$ cat src/sv/srr_pkg.sv
// Shared types and constants for the silence run remover.
`timescale 1ns / 1ps

package srr_pkg;

  localparam int SAMPLE_W  = 16;
  localparam int LEVEL_W   = 15;
  localparam int DROP_W    = 7;
  localparam int CFG_W     = 15;
  localparam int CFG_ADDR_W = 1;

  localparam int MAX_RUN_DEF = 64;

  localparam logic [LEVEL_W-1:0] LEVEL_RST = '0;
  localparam logic [DROP_W-1:0]  DROP_RST  = 7'd64;

  localparam logic [CFG_ADDR_W-1:0] REG_SILENCE_LEVEL = 1'b0;
  localparam logic [CFG_ADDR_W-1:0] REG_MIN_DROP_LEN  = 1'b1;

  typedef enum logic [1:0] {
    TAIL_NONE   = 2'd0,
    TAIL_SAMPLE = 2'd1,
    TAIL_MARKER = 2'd2
  } tail_e;

  // Control part of one queued command
  typedef struct packed {
    logic  do_store;
    logic  run_final;
    tail_e tail;
    logic  tail_final;
  } cmd_ctrl_t;

  localparam int CTRL_W = $bits(cmd_ctrl_t);

endpackage

$ cat src/sv/srr_front.sv
// Front end: classifies samples, tracks the silent run and issues commands.
`timescale 1ns / 1ps

module srr_front import srr_pkg::*; #(
  parameter int MAX_RUN = MAX_RUN_DEF,
  parameter int CW      = $clog2(MAX_RUN + 1)
) (
  input  logic                       clk_i,
  input  logic                       rst_ni,
  input  logic                       in_valid_i,
  output logic                       in_stall_o,
  input  logic signed [SAMPLE_W-1:0] sample_in_i,
  input  logic                       stream_end_i,
  input  logic [LEVEL_W-1:0]         silence_level_i,
  input  logic [DROP_W-1:0]          min_drop_len_i,
  input  logic                       q_full_i,
  output logic                       q_push_o,
  output cmd_ctrl_t                  cmd_ctrl_o,
  output logic [SAMPLE_W-1:0]        cmd_sample_o,
  output logic [CW-1:0]              cmd_idx_o,
  output logic [CW-1:0]              cmd_run_len_o
);

  localparam int LW = (CW > DROP_W) ? CW : DROP_W;

  logic [CW-1:0]       cnt_q, cnt_d;
  logic [CW-1:0]       cnt_inc;
  logic [LW-1:0]       drop_raw, len;
  logic [SAMPLE_W:0]   mag;
  logic                silent;
  logic                accept;

  assign accept     = in_valid_i && !q_full_i;
  assign in_stall_o = q_full_i;
  assign q_push_o   = accept;

  // -32768 gives 32768, which never counts as silent
  assign mag    = sample_in_i[SAMPLE_W-1] ? ((SAMPLE_W+1)'(0) - {1'b1, sample_in_i})
                                          : {1'b0, sample_in_i};
  assign silent = mag <= {2'b00, silence_level_i};

  assign drop_raw = LW'(min_drop_len_i);
  always_comb begin
    if (drop_raw == '0) begin
      len = LW'(1);
    end else if (drop_raw > LW'(MAX_RUN)) begin
      len = LW'(MAX_RUN);
    end else begin
      len = drop_raw;
    end
  end

  assign cnt_inc = (cnt_q < CW'(MAX_RUN)) ? cnt_q + CW'(1) : cnt_q;

  always_comb begin
    cmd_ctrl_o.do_store   = 1'b0;
    cmd_ctrl_o.run_final  = 1'b0;
    cmd_ctrl_o.tail       = TAIL_NONE;
    cmd_ctrl_o.tail_final = 1'b0;
    cmd_sample_o          = sample_in_i;
    cmd_idx_o             = cnt_q;
    cmd_run_len_o         = '0;
    cnt_d                 = cnt_q;
    if (silent) begin
      cmd_ctrl_o.do_store = cnt_q < CW'(MAX_RUN - 1);
      cnt_d               = cnt_inc;
      if (stream_end_i) begin
        cnt_d = '0;
        if (LW'(cnt_inc) < len) begin
          cmd_run_len_o        = cnt_inc;
          cmd_ctrl_o.run_final = 1'b1;
        end else begin
          cmd_ctrl_o.tail       = TAIL_MARKER;
          cmd_ctrl_o.tail_final = 1'b1;
        end
      end
    end else begin
      cnt_d = '0;
      if (LW'(cnt_q) < len) begin
        cmd_run_len_o = cnt_q;
      end
      cmd_ctrl_o.tail       = TAIL_SAMPLE;
      cmd_ctrl_o.tail_final = stream_end_i;
    end
  end

  always_ff @(posedge clk_i or negedge rst_ni) begin
    if (!rst_ni) begin
      cnt_q <= '0;
    end else if (accept) begin
      cnt_q <= cnt_d;
    end
  end

endmodule

$ cat src/sv/srr_queue.sv
// Small command queue between front and back end.
`timescale 1ns / 1ps

module srr_queue #(
  parameter int WIDTH = 8,
  parameter int DEPTH = 4
) (
  input  logic             clk_i,
  input  logic             rst_ni,
  input  logic             push_i,
  input  logic [WIDTH-1:0] data_i,
  output logic             full_o,
  input  logic             pop_i,
  output logic [WIDTH-1:0] data_o,
  output logic             empty_o
);

  localparam int PW = (DEPTH > 1) ? $clog2(DEPTH) : 1;
  localparam int NW = $clog2(DEPTH + 1);

  logic [WIDTH-1:0] mem_q [DEPTH];
  logic [PW-1:0]    wr_q, rd_q;
  logic [NW-1:0]    num_q;

  assign full_o  = num_q == NW'(DEPTH);
  assign empty_o = num_q == '0;
  assign data_o  = mem_q[rd_q];

  always_ff @(posedge clk_i) begin
    if (push_i) begin
      mem_q[wr_q] <= data_i;
    end
  end

  always_ff @(posedge clk_i or negedge rst_ni) begin
    if (!rst_ni) begin
      wr_q  <= '0;
      rd_q  <= '0;
      num_q <= '0;
    end else begin
      if (push_i) begin
        wr_q <= (wr_q == PW'(DEPTH - 1)) ? '0 : wr_q + PW'(1);
      end
      if (pop_i) begin
        rd_q <= (rd_q == PW'(DEPTH - 1)) ? '0 : rd_q + PW'(1);
      end
      if (push_i && !pop_i) begin
        num_q <= num_q + NW'(1);
      end else if (pop_i && !push_i) begin
        num_q <= num_q - NW'(1);
      end
    end
  end

endmodule

$ cat src/sv/srr_back.sv
// Back end: run store, run replay and the output register.
`timescale 1ns / 1ps

module srr_back import srr_pkg::*; #(
  parameter int MAX_RUN = MAX_RUN_DEF,
  parameter int CW      = $clog2(MAX_RUN + 1)
) (
  input  logic                        clk_i,
  input  logic                        rst_ni,
  input  logic                        q_empty_i,
  output logic                        q_pop_o,
  input  cmd_ctrl_t                   cmd_ctrl_i,
  input  logic [SAMPLE_W-1:0]         cmd_sample_i,
  input  logic [CW-1:0]               cmd_idx_i,
  input  logic [CW-1:0]               cmd_run_len_i,
  output logic                        out_valid_o,
  input  logic                        out_stall_i,
  output logic signed [SAMPLE_W-1:0]  sample_out_o,
  output logic                        has_sample_o,
  output logic                        final_out_o
);

  localparam int DEPTH = MAX_RUN - 1;
  localparam int AW    = (DEPTH > 1) ? $clog2(DEPTH) : 1;

  localparam logic [1:0] S_IDLE = 2'd0;
  localparam logic [1:0] S_READ = 2'd1;
  localparam logic [1:0] S_LOAD = 2'd2;
  localparam logic [1:0] S_TAIL = 2'd3;

  logic [SAMPLE_W-1:0] store_q [DEPTH];
  logic [SAMPLE_W-1:0] rd_data_q;

  logic [1:0]          state_q, state_d;
  cmd_ctrl_t           ctrl_q;
  logic [SAMPLE_W-1:0] sample_q;
  logic [CW-1:0]       run_len_q;
  logic [CW-1:0]       idx_q, idx_d;

  logic                out_free;
  logic                out_load;
  logic [SAMPLE_W-1:0] out_sample_d;
  logic                out_has_d, out_final_d;
  logic                out_valid_q;
  logic [SAMPLE_W-1:0] out_sample_q;
  logic                out_has_q, out_final_q;
  logic                rd_en;
  logic                wr_en;

  assign out_free = !out_valid_q || !out_stall_i;
  assign q_pop_o  = (state_q == S_IDLE) && !q_empty_i;
  assign wr_en    = q_pop_o && cmd_ctrl_i.do_store;
  assign rd_en    = state_q == S_READ;

  always_ff @(posedge clk_i) begin
    if (wr_en) begin
      store_q[cmd_idx_i[AW-1:0]] <= cmd_sample_i;
    end
    if (rd_en) begin
      rd_data_q <= store_q[idx_q[AW-1:0]];
    end
  end

  always_comb begin
    state_d      = state_q;
    idx_d        = idx_q;
    out_load     = 1'b0;
    out_sample_d = rd_data_q;
    out_has_d    = 1'b1;
    out_final_d  = 1'b0;
    unique case (state_q)
      S_IDLE: begin
        idx_d = '0;
        if (!q_empty_i) begin
          if (cmd_run_len_i != '0) begin
            state_d = S_READ;
          end else if (cmd_ctrl_i.tail != TAIL_NONE) begin
            state_d = S_TAIL;
          end
        end
      end
      S_READ: begin
        state_d = S_LOAD;
      end
      S_LOAD: begin
        if (out_free) begin
          out_load    = 1'b1;
          out_final_d = ctrl_q.run_final && (idx_q + CW'(1) == run_len_q);
          if (idx_q + CW'(1) == run_len_q) begin
            state_d = (ctrl_q.tail != TAIL_NONE) ? S_TAIL : S_IDLE;
          end else begin
            idx_d   = idx_q + CW'(1);
            state_d = S_READ;
          end
        end
      end
      S_TAIL: begin
        if (out_free) begin
          out_load    = 1'b1;
          out_final_d = ctrl_q.tail_final;
          if (ctrl_q.tail == TAIL_SAMPLE) begin
            out_sample_d = sample_q;
          end else begin
            out_sample_d = '0;
            out_has_d    = 1'b0;
          end
          state_d = S_IDLE;
        end
      end
      default: state_d = S_IDLE;
    endcase
  end

  always_ff @(posedge clk_i or negedge rst_ni) begin
    if (!rst_ni) begin
      state_q     <= S_IDLE;
      idx_q       <= '0;
      out_valid_q <= 1'b0;
    end else begin
      state_q <= state_d;
      idx_q   <= idx_d;
      if (out_load) begin
        out_valid_q <= 1'b1;
      end else if (!out_stall_i) begin
        out_valid_q <= 1'b0;
      end
    end
  end

  always_ff @(posedge clk_i) begin
    if (q_pop_o) begin
      ctrl_q    <= cmd_ctrl_i;
      sample_q  <= cmd_sample_i;
      run_len_q <= cmd_run_len_i;
    end
    if (out_load) begin
      out_sample_q <= out_sample_d;
      out_has_q    <= out_has_d;
      out_final_q  <= out_final_d;
    end
  end

  assign out_valid_o  = out_valid_q;
  assign sample_out_o = out_sample_q;
  assign has_sample_o = out_has_q;
  assign final_out_o  = out_final_q;

endmodule

$ cat src/sv/silence_run_remover_top.sv
// Top level of the silence run remover: config registers, front, queue, back.
// A loud sample with no held run passes the queue, the back end state and the output register.
// Throughput: the front takes one sample a cycle while the 4-deep queue has room;
// the back end pops a silent sample straight away, sends a loud sample or end marker
// through its tail state and replays each run entry by a registered store read, then output.
// Reset clears run count, queue, output valid, level to 0, length to 64; not the run store.
`timescale 1ns / 1ps

module silence_run_remover_top import srr_pkg::*; #(
  parameter int MAX_RUN = MAX_RUN_DEF
) (
  input  logic                        clk_i,
  input  logic                        rst_ni,
  input  logic                        cfg_we_i,
  input  logic [CFG_ADDR_W-1:0]       cfg_addr_i,
  input  logic [CFG_W-1:0]            cfg_wdata_i,
  input  logic                        in_valid_i,
  output logic                        in_stall_o,
  input  logic signed [SAMPLE_W-1:0]  sample_in_i,
  input  logic                        stream_end_i,
  output logic                        out_valid_o,
  input  logic                        out_stall_i,
  output logic signed [SAMPLE_W-1:0]  sample_out_o,
  output logic                        has_sample_o,
  output logic                        final_out_o
);

  localparam int CW     = $clog2(MAX_RUN + 1);
  localparam int QW     = CTRL_W + SAMPLE_W + 2 * CW;
  localparam int QDEPTH = 4;

  logic [LEVEL_W-1:0]  silence_level_q;
  logic [DROP_W-1:0]   min_drop_len_q;

  logic                q_full, q_empty, q_push, q_pop;
  logic [QW-1:0]       q_din, q_dout;

  cmd_ctrl_t           f_ctrl, b_ctrl;
  logic [SAMPLE_W-1:0] f_sample, b_sample;
  logic [CW-1:0]       f_idx, b_idx, f_len, b_len;

  always_ff @(posedge clk_i or negedge rst_ni) begin
    if (!rst_ni) begin
      silence_level_q <= LEVEL_RST;
      min_drop_len_q  <= DROP_RST;
    end else if (cfg_we_i) begin
      unique case (cfg_addr_i)
        REG_SILENCE_LEVEL: silence_level_q <= cfg_wdata_i[LEVEL_W-1:0];
        REG_MIN_DROP_LEN:  min_drop_len_q  <= cfg_wdata_i[DROP_W-1:0];
        default: ;
      endcase
    end
  end

  srr_front #(
    .MAX_RUN (MAX_RUN),
    .CW      (CW)
  ) u_front (
    .clk_i           (clk_i),
    .rst_ni          (rst_ni),
    .in_valid_i      (in_valid_i),
    .in_stall_o      (in_stall_o),
    .sample_in_i     (sample_in_i),
    .stream_end_i    (stream_end_i),
    .silence_level_i (silence_level_q),
    .min_drop_len_i  (min_drop_len_q),
    .q_full_i        (q_full),
    .q_push_o        (q_push),
    .cmd_ctrl_o      (f_ctrl),
    .cmd_sample_o    (f_sample),
    .cmd_idx_o       (f_idx),
    .cmd_run_len_o   (f_len)
  );

  assign q_din = {f_ctrl, f_sample, f_idx, f_len};

  srr_queue #(
    .WIDTH (QW),
    .DEPTH (QDEPTH)
  ) u_queue (
    .clk_i   (clk_i),
    .rst_ni  (rst_ni),
    .push_i  (q_push),
    .data_i  (q_din),
    .full_o  (q_full),
    .pop_i   (q_pop),
    .data_o  (q_dout),
    .empty_o (q_empty)
  );

  assign {b_ctrl, b_sample, b_idx, b_len} = q_dout;

  srr_back #(
    .MAX_RUN (MAX_RUN),
    .CW      (CW)
  ) u_back (
    .clk_i         (clk_i),
    .rst_ni        (rst_ni),
    .q_empty_i     (q_empty),
    .q_pop_o       (q_pop),
    .cmd_ctrl_i    (b_ctrl),
    .cmd_sample_i  (b_sample),
    .cmd_idx_i     (b_idx),
    .cmd_run_len_i (b_len),
    .out_valid_o   (out_valid_o),
    .out_stall_i   (out_stall_i),
    .sample_out_o  (sample_out_o),
    .has_sample_o  (has_sample_o),
    .final_out_o   (final_out_o)
  );

endmodule

$ cat config.mk
export PLATFORM = sky130hd
export DESIGN_NAME = silence_run_remover_top
export DESIGN_NICKNAME = d
export VERILOG_FILES = /design/src/sv/srr_pkg.sv /design/src/sv/srr_front.sv /design/src/sv/srr_queue.sv /design/src/sv/srr_back.sv /design/src/sv/silence_run_remover_top.sv
export SDC_FILE = /design/constraint.sdc
export NUM_CORES = 1
export LEC_CHECK = 0
export BUFFER_PORTS_ARGS = -buffer_cell sky130_fd_sc_hd__buf_4
export CAP_MARGIN = 20
export CORE_MARGIN = 2
export CORE_UTILIZATION = 45
export CTS_BUF_LIST = sky130_fd_sc_hd__clkbuf_4
export DETAILED_ROUTE_END_ITERATION = 16
export HOLD_SLACK_MARGIN = 0.06
export PLACE_DENSITY_LB_ADDON = 0.08
export SYNTH_ARGS = -nofsm -noshare
export SYNTH_HDL_FRONTEND = slang
export SYNTH_SLANG_ARGS = --single-unit
$ cat constraint.sdc
create_clock -name clk_i -period 3 [get_ports clk_i]
set_input_delay 0.9 -clock clk_i [delete_from_list [all_inputs] [get_ports clk_i]]
set_output_delay 0.9 -clock clk_i [all_outputs]
set_load 0.05 [all_outputs]
## Word-level counts from Yosys, hierarchy flattened

Memory sizes are Yosys's and may differ from the RTL's. A register that Yosys moved wholly into a read port is not among the register bits.
Cells that the tools add are included.

- $add $sub $neg: 7
- Order comparisons: 6
- Equality and inequality tests: 14
- Muxes and demuxes: 45
- Bitwise logic cells: 1
- Reductions and logical operators: 27

Operators with widths:

| cell | number |
|---|---|
| 2-to-1 mux 7 bit | 11 |
| 2-to-1 mux 16 bit | 3 |
| 2-to-1 mux 2 bit | 10 |
| <= comparator 17 x 15 -> 1 bit | 1 |
| 2-to-1 mux 17 bit | 1 |
| subtractor 1 x 17 -> 17 bit (first input constant) | 1 |
| adder 7 x 1 -> 7 bit (second input constant) | 2 |
| less-than comparator 7 bit | 2 |
| one-hot mux 7 bit (2 select lines) | 1 |
| 2-to-1 mux 1 bit | 12 |
| 2-to-1 mux 3 bit | 4 |
| == test 2 bit (second input constant) | 4 |
| one-hot mux 2 bit (4 select lines) | 1 |
| nonzero test 2 bit | 4 |
| == test 7 bit | 1 |
| > comparator 7 bit (second input constant) | 1 |
| logical NOT 7 bit | 1 |
| less-than comparator 7 x 6 -> 1 bit (second input constant) | 1 |
| less-than comparator 7 bit (second input constant) | 1 |
| nonzero test 7 bit | 1 |
| logical AND 1 bit | 6 |
| logical NOT 1 bit | 6 |
| != test 2 x 1 -> 1 bit (second input constant) | 3 |
| AND reduction 2 bit | 3 |
| 16 further kinds | 19 |

- Bits in registers: 91
- Memory bits (writable): 1148
- Input port bits: 38
- Output and inout bits: 20
- Memories kept: 2

Memories:

| memory | depth | width | read ports | clocked after Yosys merged registers in | write ports | line | text |
|---|---|---|---|---|---|---|---|
| u_back.store_q | 63 | 16 | 1 | 1 | 1 | srr_back.sv:31 | `logic [SAMPLE_W-1:0] store_q [DEPTH];` |
| u_queue.mem_q | 4 | 35 | 1 | 0 | 1 | srr_queue.sv:21 | `logic [WIDTH-1:0] mem_q [DEPTH];` |

## Logic depth before layout (Yosys ltp)

Gate-level depths: netlist of the first run.

- Depth in word-level cells: 7
- Mapped depth: 14
- Mapped depth without buffers: 13

## Cells and area by module

From an unflattened synthesis of the first run, not the netlist that was laid out.

- Cells, all modules: 2378
- Area, all modules: 49806.5 sq um

By module, submodules not included:

| module | instances | cells an instance | area each (sq um) |
|---|---|---|---|
| srr_back | 1 | 1877 | 41671.2 |
| srr_queue | 1 | 220 | 5521.5 |
| srr_front | 1 | 233 | 1740.4 |
| silence_run_remover_top | 1 | 48 | 873.3 |

## Worst setup path after synthesis of the first run

Ideal clock, no wire load.

- Path type: input to register
- Start: input sample_in_i[3]
- End: memory u_queue.mem_q[0][3] (netlist bit) (data pin)
- Library setup time: 296 ps
- Arrival time: 3737 ps
- Setup slack: -1033 ps
- Stages on the path: 11
- Path buffers: 0
- Path through: or3_1 or3_1 o41ai_1 xnor2_1 ha_1 nand3_1 or3_1 o31ai_2 or3_1 a2bb2oi_1 o221ai_1

- Cells in the longest elaborated chain, start to end: 4

Ends and longest elaborated chain:

| item | line | text |
|---|---|---|
| start: declaration | silence_run_remover_top.sv:19 | `input logic signed [SAMPLE_W-1:0] sample_in_i,` |
| subtractor 1 x 17 -> 17 bit | srr_front.sv:38 | `assign mag = sample_in_i[SAMPLE_W-1] ? ((SAMPLE_W+1)'(0) - {1'b1, sample_in_i})` |
| 2-to-1 mux 17 bit * | srr_front.sv:38 |  |
| <= comparator 17 x 15 -> 1 bit * | srr_front.sv:40 | `assign silent = mag <= {2'b00, silence_level_i};` |
| 2-to-1 mux 7 bit * | srr_front.sv:64 | `if (silent) begin` |
| via f_len[3] | silence_run_remover_top.sv:40 | `logic [CW-1:0] f_idx, b_idx, f_len, b_len;` |
| end: declaration | srr_queue.sv:21 |  |

The timed path passes the listed nets; every way through them passes the cells marked *.

==> flow_metrics.py, run 1 <==
metrics = {
    "run_status": {
        "status": "complete, but fails checks",
        "violations": "setup timing",
    },
    "critical_path": {
        "cp_cell_sequence": "dlygate4sd3_1, buf_4, or4_4, o21ai_0, xnor2_1, ha_1, a21oi_1, nor3b_2, o211a_4, o21ai_4, buf_12, nor3b_1, buf_4",
        "worstReg2RegStart": "u_front.cmd_idx_o[6]",
        "critical_path.most_common_cell": "buf_4",
        "required_ns": 4.02,
        "crit_fanout": 6,
        "cpPeakStageDelay_ns": 0.54,
        "startpoint": "sample_in_i[13]",
        "worst-setup-path-type": "in -> reg",
        "cp-end-kind": "flip-flop",
        "cp-start-kind": "primary input",
        "critPathArrivalTime_ns": 4.05,
        "crit_slowest_cell": "dlygate4sd3_1",
    },
    "timing": {
        "slew_viol_final": 0,
        "finalCriticalPeriod_ns": 3.03,
        "fin_skew_ns": 0.0748,
        "hold_viol": 0,
        "setup_viol": 10,
        "rsz0062_at_grt": "true",
        "min_period_over_period_pct": 101,
        "tightest_slew_ns": 0.795,
        "fmax_mhz": 330,
        "worst_slack_ns": -0.0269,
        "relSlewSlack_pct": 47.0,
    },
    "grt": {
        "antenna_found_initial": 3,
        "grt.overflow.total": 0,
        "track_usage_pct": 21.8,
        "grt_pass1_wl_um": 178000,
        "grt_pass1_vias": 27800,
        "grt_max_degree": 65,
    },
    "finish": {
        "seq_area_um2": 37400,
        "layout-drive-gt1-share_pct": 37.9,
        "nets": 3113,
        "multi_input_area_um2": 11800,
        "fillers": 8711,
        "final_area_um2": 58700,
        "areaGrowthSynthToFinish_pct": 18.6,
    },
    "worst_hold_path": {
        "hp-class": "in -> reg",
        "holdCritStartpoint": "cfg_addr_i",
    },
    "clock_tree": {
        "cts_max_level": 5,
        "cts_buffer_depth": 4,
        "clkTransAtPathRegs_ns": 0.07,
        "clock-sinks": 1251,
        "cts_tree": "yes",
        "numCtsBuffers": 337,
        "clk_latency_ns": 1.16,
        "root_buffer": "clkbuf_4",
    },
    "die": {
        "die_area_um2": 113000,
        "initial_core_util_pct": 45.4,
        "die_y_um": 336,
        "num_rows": 121,
        "die_w_um": 336,
        "coreArea_um2": 109000,
        "io_pins": 58,
    },
    "flow_run": {
        "drv_cap": 0,
    },
    "synthesis": {
        "netlist.area_leader.share_pct": 73.1,
        "netlist_instances": 2446,
        "synth_fp_nets": 2521,
        "synth_area_leader_cell": "edfxtp_1",
        "synth_flop_cell": "edfxtp_1",
        "yosysSeqAreaShare_pct": 75.4,
        "synth_area_leaders": "edfxtp_1, mux4_2, dfrtp_1",
        "ys_types": 66,
        "synth-seq-cells": 1251,
        "ys_warn_count": 0,
        "synthArstFlopShare_pct": 3.68,
        "avgSynthCellArea_um2": 20.2,
        "synth-edff-count": 1205,
        "syn-cell-area_um2": 49500,
    },
    "place": {
        "dpl.hpwl_um": 71200,
        "placed_cell_area_um2": 54000,
        "globalplace.congestion": 0.823,
        "portBuffers": 57,
        "post-place-ws_ns": -1.17,
    },
    "drt": {
        "vias": 26000,
        "via_per_inst": 5.58,
        "drc": 0,
        "postRouteAntennaNets": 0,
        "drt_wl_total_um": 121000,
        "drtIter0Drc": 1941,
        "drtPass1Iterations": 5,
        "wire_per_inst_um": 25.9,
    },
    "power_and_ir_drop": {
        "ir_drop_mv": 0.647,
        "powerDensity_nw_per_um2": 922,
        "total_power_mw": 54.1,
        "leakagePower_nw": 19.5,
    },
}
stage by stage:
| stage | hold slack, ns | instances | util, % | setup TNS (ns) |
|---|---|---|---|---|
| floorplan | 0.454 | 2446 | - | -40.67 |
| global placement | 0.472 | 4060 | 49.5 | -64.00 |
| detailed placement | 0.500 | 4063 | 49.5 | -65.65 |
| CTS | 0.102 | 4651 | 53.6 | -8.59 |
| global route | 0.151 | 4663 | 53.9 | -0.735 |
| finish | 0.244 | 4663 | 53.9 | -0.175 |
area by class of cell:
cell class / instances / share of cell area (%)
Multi-Input combinational cell: 1038 / 20.1
Tap cell: 1414 / 3.01
Timing Repair Buffer: 377 / 6.30
Inverter: 33 / 0.211
Clock inverter: 69 / 0.652
Antenna cell: 1 / 0.00426
Clock buffer: 480 / 6.14
Sequential cell: 1251 / 63.6
repair_timing:
item	CTS	global route
buffers inserted	5	7
gates resized for setup	14	29
endpoints found under the hold margin	144	0
pin swaps	1	7
hold buffers	34	0
setup endpoints to repair	209	148
cloned	0	1
worst max-delay path: cells and delay by family:
family / cells / cell delay (ns)
buffers and inverters: 4 / 1.03
and+or+nand+nor: 3 / 0.98
AOI/OAI and AO/OA: 4 / 0.70
adders and majority gates: 1 / 0.28
xor gates and xnor gates: 1 / 0.16
metal layers:
metal	track usage [%]	share of wire, %	vias up
met1	29.7	44	13700
met5	0	0.0099	-
li1	-	-	11400
met3	4.38	5.1	157
met2	35.1	49	757
met4	7.78	2.4	2
cell usage after synthesis (all sizes together), types with 14 or more instances:
| library cell | number |
|---|---|
| xnor2 | 18 |
| mux4 | 292 |
| o221ai | 16 |
| o21ai | 73 |
| nand2 | 137 |
| ha | 36 |
| buf | 63 |
| nor2b | 26 |
| edfxtp | 1205 |
| mux2i | 98 |
| o22ai | 16 |
| nor2 | 101 |
| nand3 | 14 |
| a21oi | 34 |
| inv | 33 |
| nor3 | 14 |
| dfrtp | 45 |
| clkbuf | 61 |
| a211oi | 32 |
path summary, 6_finish.rpt:
path                       depth (start not counted)                    to  slack, ns
setup / recovery                                  13  u_queue.mem_q[2][32]      -0.03
hold / removal                                     4    silence_level_q[5]       0.24
setup reg to reg                                  11  u_queue.mem_q[2][32]       0.08
hold reg to reg                                    1      u_queue.num_q[2]       0.52
max in group asynchronous                          2       u_back.idx_q[0]       2.12
min in group asynchronous                          2    silence_level_q[0]       0.30
layout by cell type, fill, tap and decap left out, drive strengths merged, types with 5 or more instances in the layout:
| cell | instances |
|---|---|
| and2 | 8 |
| xor2 | 8 |
| nand2 | 137 |
| a21oi | 34 |
| o21ai | 73 |
| clkinv | 59 |
| mux2i | 98 |
| and3 | 5 |
| a21o | 6 |
| a31oi | 5 |
| nand2b | 13 |
| nor3 | 14 |
| inv | 39 |
| nor3b | 5 |
| a211oi | 32 |
| nor2 | 101 |
| buf | 342 |
| o22ai | 16 |
| nor2b | 26 |
| dfrtp | 45 |
| xnor2 | 18 |
| dlygate4sd3 | 34 |
| o31ai | 5 |
| mux2 | 10 |
| nand3 | 14 |
| or3 | 10 |
| clkbuf | 481 |
| ha | 36 |
| edfxtp | 1205 |
| mux4 | 292 |
| o221ai | 16 |
flip-flops by register name, summed over array words and instances, names as in the netlist, 2 cells and up:
register and cells:
u_back.store_q 1008, min_drop_len_q 7, u_back.sample_out_o 16, u_back.state_q 2, u_queue.wr_q 2, u_back.rd_data_q 16, u_back.sample_q 16, u_back.ctrl_q 4
silence_level_q 15, u_back.idx_q 7, u_front.cmd_idx_o 7, u_queue.num_q 3, u_queue.mem_q 136, u_back.run_len_q 7, u_queue.rd_q 2
logic make-up (layout without fill, tap and decap cells):
logic type	Yosys count	after routing	share of synthesized area, %
flip-flops	1251	1251	75.4
other	0	1	0
buffers and inverters	157	959	1.50
AND/OR/NAND/NOR	358	358	3.35
multiplexers	400	400	15.5
AO/OA/AOI/OAI	217	217	2.82
XOR/XNOR	26	26	0.460
adder cells (fa/ha/maj)	37	37	0.950
where the power goes:
group / internal (mW) / leakage, nW / switching [mW]
sequential: 23.2 / 11.5 / 0.432
combinational: 6.40 / 5.65 / 9.95
clock: 7.62 / 2.40 / 6.56
total: 37.2 / 19.5 / 16.9
(Power assumes the default switching activity.)
==> run 2: changes to the inputs <==
--- a/config.mk
+++ b/config.mk
@@ -5,6 +5,7 @@
 export SDC_FILE = /design/constraint.sdc
 export NUM_CORES = 1
 export LEC_CHECK = 0
+export ABC_AREA = 1
 export BUFFER_PORTS_ARGS = -buffer_cell sky130_fd_sc_hd__buf_4
 export CAP_MARGIN = 20
 export CORE_MARGIN = 2
==> run 2 against run 1 <==
The run now ends clean. Power up 5.8%. Cell count up 37%. Synthesized cell count up 74%. Synthesized area up 3.8%. First-iteration DRC count up 54%.
==> flow_metrics.py, run 2 <==
metrics = {
    "drt": {
        "highest_layer": "met4",
        "postRouteAntennaNets": 0,
        "met2WireLength_um": 64300,
        "drt_wl_total_um": 139000,
        "drtPass1Iterations": 5,
        "vias": 34500,
        "via_per_inst": 5.40,
        "wire_per_inst_um": 21.8,
        "drtIter0Drc": 2980,
        "m1WireLength_um": 63100,
        "wl_met3_um": 8950,
        "drc": 0,
    },
    "die": {
        "initial_core_util_pct": 45.5,
        "die_y_um": 342,
        "die_area_um2": 117000,
        "io_pins": 58,
        "num_rows": 123,
        "coreArea_um2": 113000,
        "die_w_um": 342,
    },
    "synthesis": {
        "yosysSeqAreaShare_pct": 72.7,
        "ys_types": 42,
        "synth_fp_nets": 4327,
        "syn-cell-area_um2": 51400,
        "synth_common_cells": "edfxtp_1, nor2_1, nand2_1",
        "ys_warn_count": 0,
        "synthArstFlopShare_pct": 3.68,
        "synth_area_leaders": "edfxtp_1, nor2_1, o21ai_0",
        "synth-edff-count": 1205,
        "synth-seq-cells": 1251,
        "synth_flop_cell": "edfxtp_1",
        "yosysMostFrequentCell": "edfxtp_1",
        "netlist_instances": 4252,
        "avgSynthCellArea_um2": 12.1,
        "netlist.area_leader.share_pct": 70.5,
        "synth_area_leader_cell": "edfxtp_1",
    },
    "timing": {
        "fin_skew_ns": 0.130,
        "rsz0062_at_grt": "true",
        "finalCriticalPeriod_ns": 2.93,
        "fmax_mhz": 341,
        "setup-tns-final_ns": 0,
        "hold_viol": 0,
        "tightest_slew_ns": 0.837,
        "slew_viol_final": 0,
        "whs_ns": 0.205,
        "min_period_over_period_pct": 97.8,
        "setup_viol": 0,
        "relSlewSlack_pct": 44.0,
    },
    "critical_path": {
        "regToRegEndpoint": "u_back.store_q[13][4]",
        "cpPeakStageDelay_ns": 0.53,
        "critPathArrivalTime_ns": 3.81,
        "critical_path.most_common_cell": "nand2_2",
        "required_ns": 3.87,
        "cp-end-kind": "flip-flop",
        "crit_slowest_cell": "dlygate4sd3_1",
        "r2r_setup_slack_ns": 0.15,
        "crit_fanout": 7,
        "worst-setup-path-type": "in -> reg",
        "cp-start-kind": "primary input",
        "cp_cell_sequence": "dlygate4sd3_1, buf_4, inv_2, buf_4, nand4_1, nor3_2, buf_4, nand2_1, nand2_2, xor2_1, ha_1, nand2_2, inv_1, nand2_1, nand2_1, a21oi_2, nand2_1, nand2_2, nand2_2, nand2_2, nand2_4, clkbuf_16, nand2_1, nand2_2",
        "r2r.worst_path.cells": 8,
        "critPathBufInv": 7,
        "worstReg2RegStart": "u_back.state_q[0]",
        "cp_top_family": "buffers and inverters",
    },
    "grt": {
        "grt_max_degree": 123,
        "grt_pass1_wl_um": 210000,
        "grt.overflow.total": 0,
        "track_usage_pct": 23.9,
        "grt_pass1_vias": 34000,
        "antenna_found_initial": 4,
    },
    "clock_tree": {
        "cts_buffer_depth": 4,
        "cts_tree": "yes",
        "clock-sinks": 1251,
        "root_buffer": "clkbuf_4",
        "clk_latency_ns": 1.21,
        "numCtsBuffers": 345,
        "cts_max_level": 5,
        "clkTransAtPathRegs_ns": 0.06,
    },
    "finish": {
        "largest_reg_flops": 1008,
        "layout-drive-gt1-share_pct": 18.4,
        "layout_common_cells": "edfxtp_1, nor2_1, nand2_1, o21ai_0, clkbuf_4",
        "final_area_um2": 59900,
        "final_common_cell": "edfxtp_1",
        "nets": 4757,
        "areaGrowthSynthToFinish_pct": 16.6,
        "fillers": 9779,
    },
    "place": {
        "globalplace.congestion": 0.858,
        "dpl.hpwl_um": 80700,
        "portBuffers": 57,
        "placed_cell_area_um2": 55200,
    },
    "worst_hold_path": {
        "hp-class": "in -> reg",
        "hold_depth": 3,
        "min_to": "u_queue.mem_q[1][22]",
        "holdCritStartpoint": "sample_in_i[8]",
    },
    "power_and_ir_drop": {
        "leakagePower_nw": 21.5,
        "total_power_mw": 57.3,
        "powerDensity_nw_per_um2": 957,
        "ir_drop_mv": 0.630,
    },
    "flow_run": {
        "drv_cap": 0,
    },
    "run_status": {
        "status": "finished, final reports clean",
    },
}
[run 2: changes by cell type after synthesis, sizes merged, moves of 54 or more]
cell / previous run / this run
inv: 33 / 125
clkbuf: 61 / 115
mux2i: 98 / 0
nand3: 14 / 205
nor2: 101 / 875
o211ai: 4 / 168
buf: 63 / 135
mux4: 292 / 0
nand2: 137 / 568
o21ai: 73 / 588
[run 2: power breakdown]
part / switching, mW / internal [mW]
Sequential: 0.460 / 23.9
Clock: 6.83 / 7.98
Combinational: 13.4 / 4.79
Total: 20.6 / 36.7
[run 2: logic make-up (layout without fill, tap and decap cells)]
kind of cell,count (synthesis),in the layout,synth area share (%)
multiplexers,1,1,0.0219
buffers and inverters,381,1022,3.32
adder cells (fa/ha/maj),37,37,0.916
flip-flops,1251,1251,72.7
AND/OR/NAND/NOR,1672,1672,12.9
AO/OA/AOI/OAI,889,889,9.76
XOR/XNOR,21,21,0.358
other,0,2,0
[run 2: area by class of cell]
cell class                 count  area (um^2)  area share, %
sequential                  1251        37400           62.4
inverter                     131          512          0.854
antenna                        2         5.00        0.00835
multi-input combinational   2620        12700           21.2
tap                         1500         1880           3.13
timing repair buffer         333         3330           5.56
clock buffer                 494         3710           6.19
clock inverter                64          414          0.691
[run 2: what timing repair did]
action | CTS | global route
pin swaps | 1 | 16
hold buffers | 34 | 0
gates cloned | 0 | 1
setup buffers | 2 | 4
resized for setup | 5 | 36
hold endpoints to repair | 141 | 0
endpoints found under the setup margin | 1 | 62
[run 2: metrics by stage]
stage | util, % | worst slack [ns] | std cells
6_report | 53.1 | 0.0651 | 6395
5_1_grt | 53.1 | -0.0936 | 6394
4_1_cts | 52.9 | -0.0741 | 6389
3_5_place_dp | 49.0 | -0.591 | 5795
3_3_place_gp | 49.0 | -0.583 | 5794
2_1_floorplan | - | -0.339 | 4252
[run 2: worst min-delay path: cells and delay by family]
kind | cells | cell delay, ns
buffers and inverters | 3 | 0.33
[run 2: worst max path at each step]
stage,from,endpoint,cells past startpoint
2_1_floorplan,in_valid_i,u_queue.mem_q[0][0],5
3_3_place_gp,sample_in_i[0],u_queue.mem_q[3][30],22
3_5_place_dp,sample_in_i[0],u_queue.mem_q[0][33],18
4_1_cts,u_queue.num_q[2],in_stall_o,3
5_1_grt,u_queue.num_q[2],in_stall_o,3
6_report,sample_in_i[1],u_queue.mem_q[3][1],24
[run 2: layer usage]
| layer | GRT usage, % | up-vias |
|---|---|---|
| met2 | 37.0 | 1113 |
| met4 | 7.60 | 0 |
| met5 | 0 | - |
| met1 | 34.0 | 17000 |
| li1 | - | 16300 |
| met3 | 4.72 | 195 |
==> run 3: changes to the inputs <==
==> constraint.sdc (replaced) <==
create_clock -name clk_i -period 3 [get_ports clk_i]
set_input_delay 0.15 -clock clk_i [delete_from_list [all_inputs] [get_ports clk_i]]
set_output_delay 0.15 -clock clk_i [all_outputs]
set_load 0.05 [all_outputs]
==> run 3 against run 2 <==
First-iteration DRC count fell by 7.4%. Sequential share of layout area fell by 0.19 points. Hold slack improved by 0.074 ns.
==> flow_metrics.py, run 3 (same netlist as run 2, synthesis figures left out) <==
metrics = {
    "run_status": {
        "status": "finished, final reports clean",
    },
    "drt": {
        "drt_wl_total_um": 139000,
        "drtIter0Drc": 2760,
        "drc": 0,
        "postRouteAntennaNets": 0,
        "wire_per_inst_um": 21.6,
        "via_per_inst": 5.36,
        "vias": 34400,
        "drtPass1Iterations": 5,
    },
    "finish": {
        "nets": 4781,
        "fillers": 9805,
        "layout-drive-gt1-share_pct": 17.0,
        "areaGrowthSynthToFinish_pct": 17.0,
        "fin_util_pct": 53.3,
        "final_area_um2": 60100,
        "instances_no_fill": 6420,
        "layout_common_cells": "edfxtp_1, nor2_1, nand2_1, o21ai_0, clkbuf_4",
        "final_common_cell": "edfxtp_1",
        "largest_reg_flops": 1008,
    },
    "timing": {
        "fin_skew_ns": 0.110,
        "min_period_over_period_pct": 92.8,
        "worst_slack_ns": 0.217,
        "hold_viol": 0,
        "rsz0062_at_grt": "false",
        "relSlewSlack_pct": 52.4,
        "fmax_mhz": 359,
        "whs_ns": 0.278,
        "slew_viol_final": 0,
        "finalCriticalPeriod_ns": 2.78,
        "tightest_slew_ns": 0.714,
        "setup_viol": 0,
    },
    "critical_path": {
        "startpoint": "u_queue.rd_q[0]",
        "crit_cells": 7,
        "cpPeakStageDelay_ns": 0.42,
        "cp_cell_sequence": "inv_2, buf_4, o21ai_0, a21oi_4, nand2_1, nor2_1, buf_12",
        "worstSetupEndpoint": "u_back.store_q[15][6]",
        "worst-setup-path-type": "reg -> reg",
        "worstReg2RegStart": "u_queue.rd_q[0]",
        "required_ns": 3.83,
        "critPathBufInv": 3,
        "r2r.worst_path.cells": 7,
        "cp-end-kind": "flip-flop",
        "cp_top_family": "simple AND/OR/NAND/NOR gates",
        "critPathArrivalTime_ns": 3.61,
        "regToRegEndpoint": "u_back.store_q[15][6]",
        "crit_fanout": 31,
        "crit_slowest_cell": "dfrtp_2",
        "cp-start-kind": "flip-flop",
        "r2r_setup_slack_ns": 0.22,
    },
    "flow_run": {
        "drv_cap": 0,
    },
    "place": {
        "placed_cell_area_um2": 55000,
        "post-place-ws_ns": 0.0405,
        "place_inst": 5770,
        "globalplace.congestion": 0.830,
        "dpl.hpwl_um": 78700,
        "portBuffers": 57,
    },
    "grt": {
        "grt_max_degree": 107,
        "track_usage_pct": 23.9,
        "grt_pass1_vias": 34000,
        "grt_pass1_wl_um": 210000,
        "antenna_found_initial": 4,
        "grt.overflow.total": 0,
    },
    "clock_tree": {
        "clkTransAtPathRegs_ns": 0.07,
        "numCtsBuffers": 339,
        "cts_buffer_depth": 4,
        "cts_max_level": 5,
        "root_buffer": "clkbuf_4",
        "clock-sinks": 1251,
        "cts_tree": "yes",
        "clk_latency_ns": 1.18,
    },
    "die": {
        "die_w_um": 342,
        "initial_core_util_pct": 45.5,
        "io_pins": 58,
        "coreArea_um2": 113000,
        "die_area_um2": 117000,
        "num_rows": 123,
        "die_y_um": 342,
    },
    "worst_hold_path": {
        "hp-class": "in -> reg",
    },
    "power_and_ir_drop": {
        "powerDensity_nw_per_um2": 949,
        "leakagePower_nw": 21.6,
        "ir_drop_mv": 0.702,
    },
}
run 3: cell count changes in the layout (fill, tap and decap cells not counted), moves of 4 or more:
cell,change
dlygate4sd3_1,+60
buf_4,-28
clkbuf_4,+10
nand2_1,+10
nand2_2,-9
inv_2,-7
nor2_1,+6
clkinv_1,-4
nor2_2,-4
run 3: metrics by stage:
step,power (mW),setup TNS [ns]
after CTS,57.6,0
final,57.0,0
after global routing,60.2,0
after detailed placement,42.9,0
after global placement,42.8,0
after floorplan,34.7,-27.34
run 3: final cells by class:
class                           count  area, um^2  share of cell area (%)
Tap cell                         1500        1880                    3.12
Antenna cell                        1        2.50                 0.00416
Multi-Input combinational cell   2620       12600                    20.9
Clock inverter                     50         283                   0.471
Inverter                          131         509                   0.848
Timing Repair Buffer              363        3690                    6.15
Sequential cell                  1251       37400                    62.2
Clock buffer                      504        3780                    6.30
run 3: worst min-delay path by stage:
stage / start / to / cells past startpoint
2_1_floorplan: rst_ni / min_drop_len_q[0] / 0
3_3_place_gp: rst_ni / u_back.out_valid_o / 1
3_5_place_dp: rst_ni / u_back.out_valid_o / 1
4_1_cts: sample_in_i[14] / u_front.cmd_idx_o[3] / 7
5_1_grt: sample_in_i[14] / u_front.cmd_idx_o[2] / 7
6_report: sample_in_i[14] / u_front.cmd_idx_o[2] / 7
run 3: power by group:
part | total (mW) | leakage (nW) | internal, mW | switching, mW
clock | 14.5 | 2.45 | 7.84 | 6.67
sequential | 24.3 | 11.5 | 23.9 | 0.440
combinational | 18.2 | 7.70 | 4.83 | 13.4
total | 57.0 | 21.6 | 36.6 | 20.5
run 3: per-layer routing:
metal / GRT usage, % / vias up / wire, um
met4: 6.98 / 0 / 2670
met5: 0 / - / 0
met3: 5.05 / 180 / 8860
met1: 33.7 / 16800 / 63200
li1: - / 16300 / -
met2: 37.4 / 1074 / 64000
run 3: what timing repair did:
item / 4_1_cts / 5_1_grt
hold buffers: 95 / 0
gates resized for setup: 0 / 2
setup buffers: 0 / 0
endpoints found under the setup margin: 0 / 40
hold endpoints to repair: 245 / 0
run 3: worst min-delay path, cell delays in order:
cell           delay (ns)
dlygate4sd3_1        0.53
buf_4                0.14
nor2_1               0.05
nand4_1              0.11
nand2_1              0.10
buf_12               0.16
o21ai_0              0.13
